**config.mk**
```make
export PLATFORM = sky130hd
export DESIGN_NAME = sed_resq
export DESIGN_NICKNAME = d
export VERILOG_FILES = /design/src/rtl/core/sed_pkg.sv /design/src/rtl/core/sed_resq.sv
export SDC_FILE = /design/constraint.sdc
export NUM_CORES = 2
export LEC_CHECK = 0
export BUFFER_PORTS_ARGS = -buffer_cell sky130_fd_sc_hd__buf_2
export CELL_PAD_IN_SITES_DETAIL_PLACEMENT = 1
export CELL_PAD_IN_SITES_GLOBAL_PLACEMENT = 2
export CORE_UTILIZATION = 42
export CTS_BUF_LIST = sky130_fd_sc_hd__clkbuf_2 sky130_fd_sc_hd__clkbuf_4 sky130_fd_sc_hd__clkbuf_8
export CTS_CLUSTER_DIAMETER = 120
export DETAILED_ROUTE_END_ITERATION = 12
export HOLD_SLACK_MARGIN = 0.15
export PLACE_DENSITY = 0.84
export SLEW_MARGIN = 0
export SYNTH_ARGS = -nofsm -noshare
export SYNTH_HDL_FRONTEND = slang
export SYNTH_SLANG_ARGS = --single-unit
```
**constraint.sdc**
```tcl
create_clock -name clk -period 13.9 [get_ports clk]
set_clock_uncertainty 0.15 [all_clocks]
set_input_delay 2.085 -clock clk [delete_from_list [all_inputs] [get_ports clk]]
set_output_delay 2.085 -clock clk [all_outputs]
set_load 0.01 [all_outputs]
```
**src/rtl/core/sed_pkg.sv**
```systemverilog
// ----------------------------------------------------------------------------
// Sampson distance package
// Shared widths, register codes and transaction types for the Sampson
// epipolar distance pipeline.
// ----------------------------------------------------------------------------
`default_nettype none

package sed_pkg;

  localparam int COORD_W   = 16;  // Q4.12 point coordinate
  localparam int COEF_W    = 16;  // Q2.14 matrix coefficient
  localparam int ROW_W     = 48;  // one packed matrix row
  localparam int N_ROWS    = 3;
  localparam int PROD_W    = 32;  // coefficient times coordinate
  localparam int FXV_W     = 33;  // components of Fx and x'F
  localparam int MAG_W     = 32;  // magnitude of an Fx or x'F component
  localparam int SQ_W      = 64;  // square of such a component
  localparam int DEN_W     = 66;  // gradient sum
  localparam int RES_W     = 49;  // epipolar residual x'Fx
  localparam int RMAG_W    = 48;  // magnitude of the residual
  localparam int NSQ_W     = 96;  // square of the residual
  localparam int NUM_SHIFT = 8;   // Q.76 over Q.52 down to Q.16
  localparam int NUM_W     = NSQ_W - NUM_SHIFT;
  localparam int QUO_W     = 32;  // quotient bits, one per divider step
  localparam int ONE_SHIFT = 12;  // homogeneous one in Q4.12

  typedef enum logic [1:0] {
    REG_F_ROW0 = 2'd0,
    REG_F_ROW1 = 2'd1,
    REG_F_ROW2 = 2'd2
  } cfg_reg_t;

  typedef struct packed {
    logic signed [COORD_W-1:0] first_x;
    logic signed [COORD_W-1:0] first_y;
    logic signed [COORD_W-1:0] second_x;
    logic signed [COORD_W-1:0] second_y;
  } in_item_t;

  typedef struct packed {
    logic [QUO_W-1:0] distance;
    logic             zero_denominator;
  } out_item_t;

  typedef logic [N_ROWS-1:0][ROW_W-1:0] fmat_t;

  typedef struct packed {
    logic                    valid;
    logic signed [RES_W-1:0] resid;
    logic [DEN_W-1:0]        den;
  } grad_t;

  typedef struct packed {
    logic             valid;
    logic [NUM_W-1:0] numr;
    logic [DEN_W-1:0] den;
  } quot_in_t;

endpackage

`default_nettype wire

```
**src/rtl/core/sed_resq.sv**
```systemverilog
// ----------------------------------------------------------------------------
// Sampson distance residual square
// Two register stages: residual magnitude split into partial products,
// then the summed square scaled down to the divider's numerator.
// ----------------------------------------------------------------------------
`default_nettype none

module sed_resq
  import sed_pkg::*;
(
  input  wire logic  clk,
  input  wire logic  rst_n,
  input  wire grad_t grad,
  output quot_in_t   quot_in
);

  localparam int HI_W = RMAG_W - MAG_W;

  logic signed [RES_W-1:0]  neg_w;
  logic [RMAG_W-1:0]        abs_w;
  logic [HI_W-1:0]          hi_w;
  logic [MAG_W-1:0]         lo_w;

  logic                     s5_valid_r;
  logic [2*MAG_W-1:0]       s5_pll_r;
  logic [HI_W+MAG_W-1:0]    s5_phl_r;
  logic [2*HI_W-1:0]        s5_phh_r;
  logic [DEN_W-1:0]         s5_den_r;

  logic [NSQ_W-1:0]         nsq_nxt;
  quot_in_t                 quot_r;

  always_comb begin
    neg_w = -grad.resid;
    abs_w = grad.resid[RES_W-1] ? neg_w[RMAG_W-1:0] : grad.resid[RMAG_W-1:0];
    hi_w  = abs_w[RMAG_W-1:MAG_W];
    lo_w  = abs_w[MAG_W-1:0];
  end

  always_ff @(posedge clk) begin
    if (!rst_n) begin
      s5_valid_r    <= 1'b0;
    end else begin
      s5_valid_r    <= grad.valid;
    end
  end

  always_ff @(posedge clk) begin
    s5_pll_r <= (2*MAG_W)'(lo_w) * (2*MAG_W)'(lo_w);
    s5_phl_r <= (HI_W+MAG_W)'(hi_w) * (HI_W+MAG_W)'(lo_w);
    s5_phh_r <= (2*HI_W)'(hi_w) * (2*HI_W)'(hi_w);
    s5_den_r <= grad.den;
  end

  assign nsq_nxt = NSQ_W'({s5_phh_r, {(2*MAG_W){1'b0}}})
                 + (NSQ_W'(s5_phl_r) << (MAG_W + 1))
                 + NSQ_W'(s5_pll_r);

  always_ff @(posedge clk) begin
    if (!rst_n) begin
      quot_r.valid  <= 1'b0;
    end else begin
      quot_r.valid  <= s5_valid_r;
    end
    quot_r.numr <= nsq_nxt[NSQ_W-1:NUM_SHIFT];
    quot_r.den  <= s5_den_r;
  end

  assign quot_in = quot_r;

endmodule

`default_nettype wire

```
# --- Yosys cells after proc, flatten, opt, wreduce, memory -nomap -nowiden ---
# Index checks and enable logic that the tools add are counted.
totals:
  out_inout_bits: 155
  in_bits: 118
  elab_cells: 15
  reg_bits: 366
op_classes:
  n_mul: 3
  addsub: 3
  n_mux: 1
ops:
  columns: ["cell", "n"]
  rows:
  - ["$add A96 B64 Y96", 1]
  - ["$add A96 B81 Y96", 1]
  - ["$mul A32 B32 Y64", 1]
  - ["$mul A16 B32 Y48", 1]
  - ["$mux W48", 1]
  - ["$neg A48 Y48", 1]
  - ["$mul A16 B16 Y32", 1]

# --- Depth between registers and ports, before layout ---
logic_depth:
  ltp_word: 3
  mapped_depth: 38
  mapped_depth_nobuf: 35

# --- Least setup slack after synthesis ---
# Ideal clock, no wire load.
synth_timing:
  kind: "input port to flip-flop"
  startpoint: "input port grad[66] (netlist bit)"
  endpoint: "register s5_pll_r[57]"
  cell_stages: 34
  n_path_buf: 3
  path_slack_ns: 2.476
  arrival_ns: 11.154
  setup_time_ns: 0.120
  required_time_ns: 13.630
  cell_sequence: "clkbuf_1 > inv_1 > clkbuf_1 > ha_1 > nand2_1 > or4_1 > o31a_1 > xor2_1 > clkbuf_1 > nand2_1 > fa_1 > inv_1 > fa_1 > fa_1 > inv_1 > fa_1 > inv_1 > fa_1 > inv_1 > fa_1 > inv_1 > fa_1 > fa_1 > ha_1 > a21oi_1 > o21ai_0 > a211oi_1 > or3_1 > o31ai_1 > a31o_2 > o21ai_0 > o31ai_1 > a41oi_1 > xnor2_1"
synth_between:
  elab_chain_len: 3
synth_rtl:
  columns: ["element", "line_no", "text"]
  rows:
  - ["from (decl)", "sed_resq.sv:13", "input wire grad_t grad,"]
  - ["$neg A48 Y48", "sed_resq.sv:34", "neg_w = -grad.resid;"]
  - ["$mux W48 (*)", "sed_resq.sv:35", "abs_w = grad.resid[RES_W-1] ? neg_w[RMAG_W-1:0] : grad.resid[RMAG_W-1:0];"]
  - ["$mul A32 B32 Y64 (*)", "sed_resq.sv:49", "s5_pll_r <= (2*MAG_W)'(lo_w) * (2*MAG_W)'(lo_w);"]
  - ["to (signal assigned)", "sed_resq.sv:49", null]
  - ["to (decl)", "sed_resq.sv:25", "logic [2*MAG_W-1:0] s5_pll_r;"]
# Mark *: on every way between the ends. The rest lies on a longest branch, timed or not.
# A chain may end at the register's enable or synchronous reset.

# --- Final worst setup path ---
layout_timing:
  startpoint: "input port grad[68] (netlist bit)"
  endpoint: "register s5_pll_r[63]"
# The elaborated chain is that of the path after synthesis.

==> results.py <==
metrics = {
    "sta": {
        "fin_setup_tns_ns": 0,
        "final-hold-violation-count": 0,
        "relSlewSlack_pct": 22.4,
        "rsz0062_at_grt": "false",
        "fin_crit_sh_pct": 90.0,
        "setup_violations": 0,
        "tightest_slew_ns": 1.16,
        "slew_viol_final": 0,
        "post-route-min-period_ns": 12.51,
        "fmax_ghz": 0.0799,
    },
    "cells_and_area": {
        "fin_util_pct": 46.4,
        "seq_area_mm2": 0.00715,
        "multi_input_area_mm2": 0.0479,
        "drive_gt1_share_pct": 8.86,
        "fillCellCount": 16900,
        "nets": 8971,
        "syn_to_final_growth_pct": 9.25,
    },
    "clock_tree": {
        "clk_pin_slew_worst_paths_ns": 0.06,
        "clk_latency_ns": 0.81,
        "cts_buffer_depth": 3,
        "cts_sinks": 357,
        "cts_tree": "done",
        "cts_made_buffers": 69,
        "clock-root-buffer": "clkbuf_8",
        "h-tree-depth": 3,
        "cts_setup_buffers": 0,
    },
    "critical_path": {
        "critPathRequiredTime_ns": 14.41,
        "end_kind": "flop",
        "worstPathMaxFanout": 32,
        "crit_slowest_cell": "nor4_1",
        "crit_top_cell": "fa_1",
        "reg2regPathDepth": 13,
        "r2r_slack_ns": 9.27,
        "crit_end": "s5_pll_r[63]",
        "start_kind": "input pin",
        "timing_worst_setup_path_type": "in -> reg",
        "r2r-start": "s5_pll_r[33]",
        "crit_start": "grad[68]",
        "worstPathArrival_ns": 13.03,
        "cpPeakStageDelay_ns": 0.61,
        "r2r_end": "quot_in[143]",
    },
    "floorplanning": {
        "die_h_um": 386,
        "dieArea_mm2": 0.149,
        "fp.dieW_um": 386,
        "io_pins": 273,
        "fp-row-count": 140,
        "floorplan.initialDensity_pct": 42.4,
        "core_mm2": 0.146,
    },
    "yosys": {
        "synth_fp_nets": 8748,
        "synth_seq_cells": 357,
        "ys_seq_area_share_pct": 11.5,
        "synthTopCellsByArea": "fa_1, dfxtp_1, ha_1",
        "async_reset_ff_share_pct": 0,
        "syn_area_per_cell_um2": 9.23,
        "synth-warning-count": 0,
        "ys_types": 81,
        "syn-cell-area_mm2": 0.0619,
        "synth_top_cell_by_area": "fa_1",
        "synth_edf_count": 0,
        "synth_cells": 6712,
        "ys.flop_type": "dfxtp_1",
        "synthDominantCellAreaShare_pct": 44.5,
    },
    "placed_design": {
        "gp_congestion": 0.926,
        "dp.final_hpwl_um": 166000,
        "port_buffers": 272,
    },
    "route": {
        "postRouteAntennaNets": 0,
        "drc": 0,
        "drtPass1Iterations": 5,
        "avgRoutedWirePerCell_um": 22.7,
        "via_per_inst": 5.21,
        "wl_um": 202000,
        "drt_iter0_drc": 2637,
        "vias": 46400,
    },
    "grt": {
        "antenna_found_initial": 12,
        "grt_max_degree": 41,
        "grt_overflow": 0,
        "grt_usage_pct": 28.0,
        "grt_pass1_wl_um": 313000,
        "grt_pass1_vias": 52900,
    },
    "worst_hold_path": {
        "hold_path_class": "reg -> reg",
    },
    "run_status": {
        "status": "complete, no violations",
    },
    "job": {
        "cap_violations": 0,
    },
}
[placed cells by master, fill, tap and decap left out, types with 22 or more instances in the layout]
cell type and instances:
and3_1 33, nand4_1 31, xor2_2 22, xnor2_2 22
nor2_1 601, xor2_1 71, xnor2_1 151, buf_2 272
dfxtp_1 357, inv_1 1663, nor2b_1 27, a21oi_1 183
clkbuf_8 82, buf_4 127, nand3_1 37, o21bai_1 28
nand2_1 757, fa_1 1377, ha_1 541, nor3_1 22
a21o_1 125, o21ai_0 103
[how the worst min path moves through the flow]
| stage | startpoint | endpoint | cells past startpoint |
|---|---|---|---|
| after floorplan | s5_den_r[0] | quot_in[0] | 0 |
| after global placement | s5_den_r[38] | quot_in[38] | 0 |
| after detailed placement | s5_pll_r[22] | quot_in[80] | 0 |
| after CTS | s5_den_r[8] | quot_in[8] | 0 |
| after global routing | s5_pll_r[22] | quot_in[80] | 0 |
| final | s5_den_r[8] | quot_in[8] | 0 |
[cell usage after synthesis (27+ instances only)]
library cell	instances
a21o_1	125
a21oi_1	184
and3_1	33
buf_1	27
clkbuf_1	212
dfxtp_1	357
fa_1	1377
ha_1	541
inv_1	1666
nand2_1	757
nand3_1	37
nand4_1	31
nor2_1	601
nor2b_1	27
o21ai_0	103
o21bai_1	28
xnor2_1	175
xor2_1	93
[critical path: cells and delay by family]
kind | cells | cell delay, ns
AOI/OAI and AO/OA | 6 | 2.77
xor gates and xnor gates | 2 | 0.28
adders and majority gates | 9 | 4.47
buffers and inverters | 11 | 1.60
and+or+nand+nor | 6 | 1.80
[flip-flops by register name (all words and copies together) (netlist names)]
register and count:
quot_in 155, s5_valid_r 1, s5_pll_r 56, s5_phl_r 48, s5_phh_r 31, s5_den_r 66
[stage by stage]
step	setup slack [ns]	instances	cell area (um^2)	hold WS, ns
CTS	1.61	8902	67600	0.160
global placement	0.851	8780	66100	0.160
global route	0.894	8904	67700	0.180
detailed placement	0.775	8780	66100	0.163
finish	1.39	8907	67700	0.156
floorplan	2.48	6712	61900	0.160
[cells by family after synthesis]
family / Yosys count / synth area share, %
other: 1 / 0.00605
multiplexers: 3 / 0.0525
XOR/XNOR: 272 / 3.89
flip-flops: 357 / 11.5
AND/OR/NAND/NOR: 1601 / 10.7
adder cells (fa/ha/maj): 1918 / 55.4
AO/OA/AOI/OAI: 626 / 6.66
buffers and inverters: 1934 / 11.7
[layout make-up]
cell class / count / area share, %
antenna: 5 / 0.0185
clock buffer: 97 / 1.83
clock inverter: 24 / 0.398
sequential: 357 / 10.6
multi-input combinational: 4421 / 70.9
timing repair buffer: 400 / 3.44
tap: 1917 / 3.54
inverter: 1686 / 9.35
[timing repair]
item                                   in CTS  in global routing
endpoints found under the hold margin       1                  0
resized for setup                           0                  0
hold buffers                                1                  0
[metal layers]
metal / vias up / GRT usage, % / part of all wire, %
li1: 20400 / - / -
met1: 24300 / 36.0 / 41
met2: 1380 / 47.1 / 48
met3: 358 / 4.49 / 6.3
met4: 10 / 11.0 / 4.5
met5: - / 0 / 0.036
Power is left out: the tool's default activity adds up to more than one toggle a clock period on the data nets, which glitch-free logic cannot reach.
